`src/rtl/tptb_pkg.sv`:
```
// ----------------------------------------------------------------------------
// tptb_pkg: shared types and constants of the timer bank
// op codes, result word and command word, which is also the queue entry
// ----------------------------------------------------------------------------
package tptb_pkg;

  localparam int unsigned TimerCount = 16;
  localparam int unsigned SlotW      = 4;
  localparam int unsigned TickW      = 64;
  localparam int unsigned QDepth     = 2;

  typedef enum logic [2:0] {
    OP_ALLOC  = 3'd0,
    OP_FREE   = 3'd1,
    OP_ARM    = 3'd2,
    OP_CANCEL = 3'd3,
    OP_TICK   = 3'd4,
    OP_WAIT   = 3'd5,
    OP_RSV6   = 3'd6,
    OP_RSV7   = 3'd7
  } op_e;

  typedef enum logic [1:0] {
    ST_OK      = 2'd0,
    ST_FULL    = 2'd1,
    ST_NOT_USE = 2'd2,
    ST_NOT_SIG = 2'd3
  } status_e;

  typedef struct packed {
    logic [2:0]       op;
    logic [SlotW-1:0] timer_index;
    logic             manual_reset_flag;
    logic [TickW-1:0] expire_at;
    logic [TickW-1:0] reload_len;
    logic [TickW-1:0] tick_now;
  } cmd_t;

  typedef struct packed {
    logic             kind;
    logic [SlotW-1:0] slot;
    logic [1:0]       status;
    logic             last;
  } res_t;

endpackage

```
`src/rtl/tptb_front.sv`:
```
// ----------------------------------------------------------------------------
// tptb_front: command intake
// takes command words and holds them in a short queue for the back end
// ----------------------------------------------------------------------------
module tptb_front
  import tptb_pkg::*;
(
  input  logic clk_i,
  input  logic rst_ni,
  input  logic start_i,
  input  cmd_t cmd_i,
  output logic full_o,
  output logic q_valid_o,
  output cmd_t q_cmd_o,
  input  logic q_pop_i
);

  cmd_t       mem_q [QDepth];
  logic [0:0] wr_q, rd_q;
  logic [1:0] cnt_q;
  logic       push;

  assign full_o    = (cnt_q == 2'(QDepth));
  assign push      = start_i && !full_o;
  assign q_valid_o = (cnt_q != 2'd0);
  assign q_cmd_o   = mem_q[rd_q];

  always_ff @(posedge clk_i) begin
    if (push) mem_q[wr_q] <= cmd_i;
  end

  always_ff @(posedge clk_i or negedge rst_ni) begin
    if (!rst_ni) begin
      wr_q  <= '0;
      rd_q  <= '0;
      cnt_q <= '0;
    end else begin
      if (push) wr_q <= wr_q + 1'b1;
      if (q_pop_i) rd_q <= rd_q + 1'b1;
      cnt_q <= cnt_q + 2'(push) - 2'(q_pop_i);
    end
  end

endmodule

```
`config.mk`:
```
export PLATFORM = sky130hd
export DESIGN_NAME = tptb_front
export DESIGN_NICKNAME = d
export VERILOG_FILES = /design/src/rtl/tptb_pkg.sv /design/src/rtl/tptb_front.sv
export SDC_FILE = /design/constraint.sdc
export NUM_CORES = 1
export LEC_CHECK = 0
export BUFFER_PORTS_ARGS = -buffer_cell sky130_fd_sc_hd__buf_2
export CAP_MARGIN = 20
export CELL_PAD_IN_SITES_DETAIL_PLACEMENT = 1
export CELL_PAD_IN_SITES_GLOBAL_PLACEMENT = 1
export CORE_MARGIN = 3
export CORE_UTILIZATION = 40
export DETAILED_ROUTE_END_ITERATION = 10
export PLACE_DENSITY_LB_ADDON = 0.12
export RECOVER_POWER = 50
export SYNTH_ARGS = -nofsm -noshare
export SYNTH_HDL_FRONTEND = slang
export SYNTH_SLANG_ARGS = --single-unit
```
`constraint.sdc`:
```
create_clock -name clk_i -period 8.7 [get_ports clk_i]
set_input_delay 0 -clock clk_i [delete_from_list [all_inputs] [get_ports clk_i]]
set_output_delay 0 -clock clk_i [all_outputs]
set_load 0.03 [all_outputs]
```
==> results of run 1 <==
==> sequential cells by signal, summed over array words and instances (netlist names) <==
register	cells
mem_q	400
cnt_q	2
rd_q	1
wr_q	1
==> power breakdown <==
group          total, uW  internal [uW]  switching (uW)
Sequential          2820           2680             144
Clock               1690            953             733
Combinational       2520            842            1680
Total               7030           4470            2560
==> cells by family (layout without fill, tap and decap cells) <==
kind of cell	Yosys count	count (layout)	synth area share (%)
flip-flops	404	404	82.4
other	0	4	0
multiplexers	200	200	15.3
adder cells (fa/ha/maj)	2	2	0.170
AND/OR/NAND/NOR	5	5	0.179
XOR/XNOR	4	4	0.238
buffers and inverters	24	697	1.69
==> worst register-to-register path, stage by stage, from the launching register on <==
cell	delay (ps)
dfrtp_1	400
nand2b_1	120
nand2_1	150
nor2_4	100
clkbuf_1	2550
buf_4	1070
==> stage by stage <==
| step | power (uW) | setup WS (ps) | instance area, sq um | std cells | hold WS (ps) |
|---|---|---|---|---|---|
| finish | 7030 | 3770 | 20300 | 1777 | 179 |
| global route | 7340 | 3350 | 20300 | 1775 | 178 |
| CTS | 7090 | 5490 | 20500 | 1773 | 149 |
| detailed placement | 5320 | 5820 | 17100 | 1490 | -181 |
| global placement | 5300 | 5840 | 17100 | 1490 | -188 |
| floorplan | 4710 | 2440 | 14700 | 639 | -296 |
==> worst max path at each step <==
stage / start / end / slack, ps / cells after the start
after floorplan: cnt_q[1]$_DFF_PN0_ / mem_q[0][0]$_DFFE_PP_ / 2440 / 3
after global placement: cnt_q[1]$_DFF_PN0_ / mem_q[0][175]$_DFFE_PP_ / 5840 / 5
after detailed placement: cnt_q[1]$_DFF_PN0_ / mem_q[0][149]$_DFFE_PP_ / 5820 / 5
after CTS: rd_q$_DFFE_PN0P_ / q_cmd_o[190] / 5490 / 3
after global routing: cnt_q[1]$_DFF_PN0_ / mem_q[0][155]$_DFFE_PP_ / 3350 / 5
final: cnt_q[1]$_DFF_PN0_ / mem_q[0][153]$_DFFE_PP_ / 3770 / 5
==> area by class of cell <==
class                      count  area [sq um]  share of cell area, %
inverter                       2          7.51                 0.0370
antenna                        4          10.0                 0.0494
tap                          461           577                   2.85
multi-input combinational    211          2350                   11.6
timing repair buffer         616          3930                   19.4
sequential                   404         12100                   59.8
clock inverter                21           114                  0.562
clock buffer                  58          1170                   5.80
==> cell usage in the layout (no fill, tap or decap), types with 6 or more instances in the layout <==
cell,instances
edfxtp_1,400
clkinv_2,7
buf_2,251
dlygate4sd3_1,204
clkbuf_1,166
clkinv_1,9
clkbuf_16,45
buf_4,6
mux2_2,200
==> what timing repair did <==
action,in CTS,in global routing
endpoints found under the hold margin,408,0
gates resized for setup,0,0
hold buffers,204,0
==> metal layers <==
metal / up-vias / track usage, %
met3: 56 / 6.45
met5: - / 0
li1: 3853 / -
met4: 0 / 6.34
met2: 297 / 32.1
met1: 4185 / 20.4
==> flow_summary.json, run 1 <==
{
  "route.met2.wl_mm": 19.0,
  "hp-class": "in -> reg",
  "place.port_buffers": 405,
  "cp_top_family": "buffers and inverters",
  "layout-drive-gt1-share_pct": 39.4,
  "syn_area_sq_mm": 0.0147,
  "rows": 69,
  "vias": 8391,
  "areaGrowthSynthToFinish_pct": 37.9,
  "clock_latency_ps": 540,
  "place_congestion": 0.733,
  "power.density_mw_per_mm2": 347,
  "maxUsedRoutingLayer": "met4",
  "ys_top_cells_by_area": "edfxtp_1 (82%), mux2_2 (15%), buf_6 (1.6%)",
  "synth_seq_cells": 404,
  "numCtsBuffers": 44,
  "m1WireLength_mm": 13.9,
  "clockBufferDepth": 3,
  "min_to": "mem_q[1][80]$_DFFE_PP_",
  "avgRoutedWirePerCell_microns": 20.8,
  "holdPathStages": 2,
  "grt_usage_pct": 18.1,
  "drc": 0,
  "rsz0062_at_grt": "no",
  "yosysWarningCount": 0,
  "max_stage_delay_ps": 2550,
  "critPathBufInv": 2,
  "grt_pass1_wl_mm": 54.2,
  "die_x_microns": 198,
  "hpwlAfterDp_mm": 22.3,
  "cts_root_buf": "clkbuf_16",
  "path_max_fanout": 74,
  "min_period_over_period_pct": 56.6,
  "drtAntennaViolNets": 0,
  "reg2reg_depth": 5,
  "start_util_pct": 40.9,
  "startpoint_type": "register",
  "drt_first_pass_iters": 4,
  "avgSynthCellArea_sq_um": 23.0,
  "postSynthCellCount": 639,
  "grt_overflow": 0,
  "coreArea_sq_mm": 0.0359,
  "dieArea_sq_mm": 0.0391,
  "fin_setup_tns_ps": 0,
  "finalClockSkew_ps": 15.5,
  "antenna_found_initial": 2,
  "drv_slew": 182,
  "worst_slew_pin_slew_ps": 3660,
  "ys_top_cells_by_count": "edfxtp_1 (400), mux2_2 (200), buf_6 (21)",
  "cap_viol_max_count": 3,
  "synth_cell_types": 14,
  "finalSetupViolCount": 0,
  "fillCellCount": 3387,
  "clkSinkCount": 404,
  "drt_iter0_markers": 314,
  "synth_area_leader_cell": "edfxtp_1",
  "chipHeight_microns": 198,
  "synth_ff_type": "edfxtp_1",
  "ir_drop_uv": 189,
  "cts_setup_buffers": 0,
  "crit_path_top_delay_cell": "clkbuf_1",
  "synth_edf_count": 400,
  "slew_headroom_pct": -144,
  "wl_met3_mm": 3.10,
  "netlist.area_leader.share_pct": 81.7,
  "fmax_mhz": 203,
  "required_ps": 8850,
  "crit_type": "reg -> reg",
  "period_minus_slack_ps": 4930,
  "violations": "capacitance limit, slew limit",
  "wirelength_mm": 36.9,
  "hp-start": "cmd_i[80]",
  "cp-end-kind": "register",
  "cts_tree": "done",
  "utilization_pct": 56.4,
  "p_leak_uw": 0.00729,
  "status": "finished, violations left",
  "grt_max_degree": 78,
  "async_flop_share_pct": 0.990,
  "yosysSeqAreaShare_pct": 82.4,
  "final_nets": 1485,
  "arrival_ps": 5080,
  "r2r_slack_ps": 3770,
  "rr_endpoint": "mem_q[0][153]$_DFFE_PP_",
  "worstReg2RegStart": "cnt_q[1]$_DFF_PN0_",
  "yosysMostFrequentCell": "edfxtp_1",
  "clk_pin_slew_ps": 60,
  "synthesis.nets": 845,
  "ios": 406,
  "drt-vias-per-instance": 4.72,
  "hold_violations": 0,
  "cp_cell_sequence": "nand2b_1, nand2_1, nor2_4, clkbuf_1, buf_4",
  "grt_pass1_vias": 9462,
  "ctsHtreeMaxLevel": 2
}
No activity file was read; power rests on OpenSTA's default activity.
==> run 2: changes to the inputs <==
CORE_UTILIZATION = 43   (was 40)
clock period = 5.1 ns   (was 8.7 ns; I/O delays follow)
==> flow_summary.json, run 2 (synthesis results as in run 1) <==
{
  "hpwlAfterDp_mm": 21.7,
  "utilization_pct": 60.3,
  "min_period_over_period_pct": 69.9,
  "cp-end-kind": "primary output",
  "wirelength_mm": 35.6,
  "cap_viol_max_count": 1,
  "fin_ws_ps": 1540,
  "rsz0062_at_grt": "no",
  "fin_setup_tns_ps": 0,
  "fillCellCount": 3107,
  "reg_top3": "mem_q: 400 flops, cnt_q: 2 flops",
  "antenna_found_initial": 3,
  "crit_type": "reg -> out",
  "clockBufferDepth": 3,
  "ctsHtreeMaxLevel": 2,
  "dieArea_sq_mm": 0.0364,
  "status": "finished, violations left",
  "clkSinkCount": 404,
  "layout-drive-gt1-share_pct": 37.8,
  "hp-class": "in -> reg",
  "hp-start": "cmd_i[154]",
  "violations": "capacitance limit, slew limit",
  "drtAntennaViolNets": 0,
  "place_congestion": 0.723,
  "drc": 0,
  "cts_setup_buffers": 0,
  "period_minus_slack_ps": 3560,
  "startpoint_type": "register",
  "place.port_buffers": 405,
  "mostFrequentLayoutCell": "edfxtp_1",
  "drt_iter0_markers": 413,
  "grt_usage_pct": 18.9,
  "avgRoutedWirePerCell_microns": 20.2,
  "ctsResizeCount": 0,
  "largest_register_ffs": 400,
  "coreArea_sq_mm": 0.0336,
  "cts_tree": "done",
  "clk_pin_slew_ps": 50,
  "fmax_mhz": 281,
  "cts_root_buf": "clkbuf_16",
  "arrival_ps": 3560,
  "hold_violations": 0,
  "slew_headroom_pct": -43.8,
  "finalHoldWorstSlack_ps": 209,
  "grt_pass1_wl_mm": 53.0,
  "worstReg2RegStart": "rd_q$_DFFE_PN0P_",
  "die_x_microns": 191,
  "chipHeight_microns": 191,
  "ir_drop_uv": 318,
  "final_nets": 1485,
  "grt_overflow": 0,
  "finalSetupViolCount": 0,
  "numCtsBuffers": 43,
  "path_max_fanout": 78,
  "layout_common_cells": "edfxtp_1 (400), buf_2 (221), dlygate4sd3_1 (204)",
  "dpl_worst_slack_ps": 2660,
  "rows": 67,
  "power.density_mw_per_mm2": 591,
  "drt-vias-per-instance": 4.75,
  "drt_first_pass_iters": 4,
  "start_util_pct": 43.7,
  "vias": 8368,
  "ios": 406,
  "grt_pass1_vias": 9438,
  "clock_latency_ps": 520,
  "cp-startpoint": "rd_q$_DFFE_PN0P_",
  "total_power_uw": 12000,
  "worst_slew_pin_slew_ps": 2160,
  "drv_slew": 79,
  "regMostFlops": "mem_q",
  "finalClockSkew_ps": 11.7,
  "p_leak_uw": 0.00724,
  "areaGrowthSynthToFinish_pct": 37.9,
  "required_ps": 5100,
  "grt_max_degree": 107
}
-- run 2: what timing repair did --
item | in CTS | in global routing
hold buffers | 204 | 0
endpoints found under the hold margin | 406 | 0
endpoints found under the setup margin | 0 | 0
-- run 2: worst max-delay path, cell delays in order (launching register included) --
cell	delay, ps
dfrtp_4	690
clkbuf_2	1560
mux2_2	480
buf_2	190
-- run 2: layer usage --
metal	vias up	track usage, %	wire length, microns
met5	-	0	13
li1	3839	-	-
met1	4164	21.0	13100
met4	2	6.01	1090
met2	296	34.4	18500
met3	67	6.11	2860
-- run 2: power breakdown --
group	switching [uW]	total, uW	internal (uW)
Combinational	2910	4340	1430
Sequential	200	4740	4540
Clock	1190	2890	1690
-- run 2: layout make-up --
type	instances	area [sq um]	area share, %
Sequential cell	404	12100	59.8
Clock inverter	25	189	0.932
Tap cell	448	561	2.77
Antenna cell	2	5.00	0.0247
Multi-Input combinational cell	211	2350	11.6
Timing Repair Buffer	617	3930	19.4
Inverter	2	7.51	0.0370
Clock buffer	52	1110	5.48
-- run 2: path summary, 6_finish.rpt --
kind,endpoint,slack (ps),cells after the start
worst min-delay path,mem_q[1][154]$_DFFE_PP_,210,2
min in group asynchronous,rd_q$_DFFE_PN0P_,470,3
worst max register to register,rd_q$_DFFE_PN0P_,2450,2
max in group asynchronous,rd_q$_DFFE_PN0P_,4450,3
worst max-delay path,q_cmd_o[31],1540,3
worst min register to register,cnt_q[1]$_DFF_PN0_,500,1
-- run 2: stage by stage --
stage	instance area [sq um]	std cells
after floorplan	14700	639
after global placement	17200	1478
after CTS	20500	1759
final	20300	1761
after detailed placement	17200	1478
after global routing	20300	1761
==> run 3: changes to the inputs <==
ABC_AREA = 1   (was default)
CORE_UTILIZATION = 39   (was 43)
clock period = 3.1 ns   (was 5.1 ns; I/O delays follow)
==> flow_summary.json, run 3 <==
{
  "avgSynthCellArea_sq_um": 14.8,
  "ys_top_cells_by_count": "edfxtp_1 (400), nand2_1 (210), inv_1 (208)",
  "ir_drop_uv": 674,
  "hp-class": "in -> reg",
  "vias": 10338,
  "clkSinkCount": 404,
  "p_seq_share_pct": 36.0,
  "yosysSeqAreaShare_pct": 76.5,
  "grt_pass1_wl_mm": 61.7,
  "cts_root_buf": "clkbuf_16",
  "ys_top_cells_by_area": "edfxtp_1 (76%), o21ai_2 (9.0%), nand2_1 (5.0%)",
  "avgRoutedWirePerCell_microns": 17.6,
  "async_flop_share_pct": 0.990,
  "p_switching_uw": 8830,
  "synth_ff_type": "edfxtp_1",
  "layout-drive-gt1-share_pct": 28.6,
  "dp_cells": 1968,
  "numCtsBuffers": 44,
  "grt_overflow": 0,
  "wl_met3_mm": 3.02,
  "cp-end-kind": "register",
  "slew_headroom_pct": -23.2,
  "status": "finished, violations left",
  "start_util_pct": 39.7,
  "regMostFlops": "mem_q",
  "die_x_microns": 208,
  "layout_common_cells": "edfxtp_1 (400), buf_2 (254), nand2_1 (210)",
  "yosysWarningCount": 0,
  "reg_top3": "mem_q: 400 flops, cnt_q: 2 flops",
  "path_max_fanout": 72,
  "power.density_mw_per_mm2": 1010,
  "worstReg2RegStart": "cnt_q[1]$_DFF_PN0_",
  "required_ps": 3240,
  "coreArea_sq_mm": 0.0399,
  "place.port_buffers": 405,
  "hpwlAfterDp_mm": 24.8,
  "clk_pin_slew_ps": 60,
  "cts_tree": "done",
  "rsz0062_at_grt": "no",
  "yosysMostFrequentCell": "edfxtp_1",
  "cp-startpoint": "cnt_q[1]$_DFF_PN0_",
  "syn_area_sq_mm": 0.0158,
  "mostFrequentLayoutCell": "edfxtp_1",
  "startpoint_type": "register",
  "drt_iter0_markers": 443,
  "maxUsedRoutingLayer": "met5",
  "clock_latency_ps": 560,
  "r2r_slack_ps": 520,
  "p_leak_uw": 0.00871,
  "fillCellCount": 4134,
  "instances_no_fill": 2253,
  "drv_slew": 73,
  "finalClockSkew_ps": 10.8,
  "cts_setup_buffers": 0,
  "chipHeight_microns": 208,
  "postSynthCellCount": 1073,
  "worst_slew_pin_slew_ps": 1850,
  "fin_setup_tns_ps": 0,
  "synth_edf_count": 400,
  "drc": 0,
  "m1WireLength_mm": 15.5,
  "grt_pass1_vias": 11200,
  "synth_cell_types": 13,
  "antenna_found_initial": 5,
  "internal-power_uw": 12900,
  "p_clk_share_pct": 24.0,
  "drtAntennaViolNets": 0,
  "areaGrowthSynthToFinish_pct": 35.5,
  "synth_area_leader_cell": "edfxtp_1",
  "grt_usage_pct": 18.2,
  "route.met2.wl_mm": 19.9,
  "fin_ws_ps": 516,
  "crit_type": "reg -> reg",
  "dpl_worst_slack_ps": 1280,
  "final_nets": 1899,
  "drt_first_pass_iters": 7,
  "finalSetupViolCount": 0,
  "largest_register_ffs": 400,
  "ctsHtreeMaxLevel": 2,
  "netSwitchingFraction_pct": 40.7,
  "endpoint": "mem_q[0][21]$_DFFE_PP_",
  "period_minus_slack_ps": 2580,
  "violations": "capacitance limit, slew limit",
  "rows": 73,
  "hold_violations": 0,
  "ios": 406,
  "reg2reg_depth": 4,
  "fmax_mhz": 387,
  "synthesis.nets": 1279,
  "netlist.area_leader.share_pct": 75.8,
  "wirelength_mm": 39.6,
  "synth_seq_cells": 404,
  "dieArea_sq_mm": 0.0431,
  "place_congestion": 0.736,
  "rr_endpoint": "mem_q[0][21]$_DFFE_PP_",
  "clockBufferDepth": 3,
  "p_comb_share_pct": 40.0,
  "grt_max_degree": 129,
  "min_period_over_period_pct": 83.4,
  "drt-vias-per-instance": 4.59,
  "cap_viol_max_count": 1,
  "arrival_ps": 2730
}
## run 3: cell count changes in the layout (fill, tap and decap cells not counted), sizes merged, moves of 3 or more
cell / change
buf: +37
bufinv: +3
clkbuf: -26
clkinv: -10
inv: +205
mux2: -200
nand2: +209
o21ai: +200
xnor2: -3
## run 3: cells by family after synthesis
| kind of cell | Yosys count | synth area share [%] |
|---|---|---|
| AO/OA/AOI/OAI | 200 | 10.2 |
| XOR/XNOR | 1 | 0.0553 |
| adder cells (fa/ha/maj) | 2 | 0.158 |
| buffers and inverters | 253 | 8.08 |
| flip-flops | 404 | 76.5 |
| AND/OR/NAND/NOR | 213 | 5.06 |
## run 3: area by class of cell
cell class / instances / area, sq um / area share, %
clock inverter: 18 / 243 / 1.13
antenna: 2 / 5.00 / 0.0233
inverter: 208 / 782 / 3.64
multi-input combinational: 416 / 2450 / 11.4
tap: 525 / 657 / 3.06
sequential: 404 / 12100 / 56.4
clock buffer: 61 / 1190 / 5.52
timing repair buffer: 619 / 4030 / 18.8
## run 3: how the worst min path moves through the flow
stage	cells after the start	end	start
after floorplan	0	cnt_q[0]$_DFF_PN0_	rst_ni
after global placement	1	wr_q$_DFFE_PN0P_	rst_ni
after detailed placement	1	wr_q$_DFFE_PN0P_	rst_ni
after CTS	2	mem_q[1][104]$_DFFE_PP_	cmd_i[104]
after global routing	2	mem_q[1][93]$_DFFE_PP_	cmd_i[93]
final	2	mem_q[0][65]$_DFFE_PP_	cmd_i[65]
## run 3: power groups by stage
stage	logic (uW)	clock network [uW]	registers (uW)
6_report	8680	5220	7810
5_1_grt	9380	5590	7920
4_1_cts	8880	5390	7800
3_5_place_dp	8640	0	7900
3_3_place_gp	8550	0	7840
2_1_floorplan	6520	0	7890
## run 3: worst max-delay path: stages, from the launching register on
cell and delay, ps:
dfrtp_1 390, nand2_1 120, nand3_1 110, clkinvlp_2 130
buf_2 1350
## run 3: metal layers
metal / GRT usage [%] / vias to the layer above
met5: 0 / -
met4: 6.44 / 4
met3: 5.88 / 72
met2: 31.4 / 298
met1: 21.6 / 5055
li1: - / 4909
## run 3: per-stage QoR
| step | total power, uW | instance area, sq um | utilization [%] | hold slack (ps) |
|---|---|---|---|---|
| floorplan | 14400 | 15900 | - | -296 |
| global placement | 16400 | 18200 | 45.7 | -190 |
| detailed placement | 16500 | 18200 | 45.7 | -191 |
| CTS | 22100 | 21700 | 54.4 | 119 |
| global route | 22900 | 21500 | 53.8 | 151 |
| finish | 21700 | 21500 | 53.8 | 171 |
## run 3: repair_timing
item                      CTS  global route
resized for setup           0             0
hold endpoints to repair  408             0
hold buffers              204             0
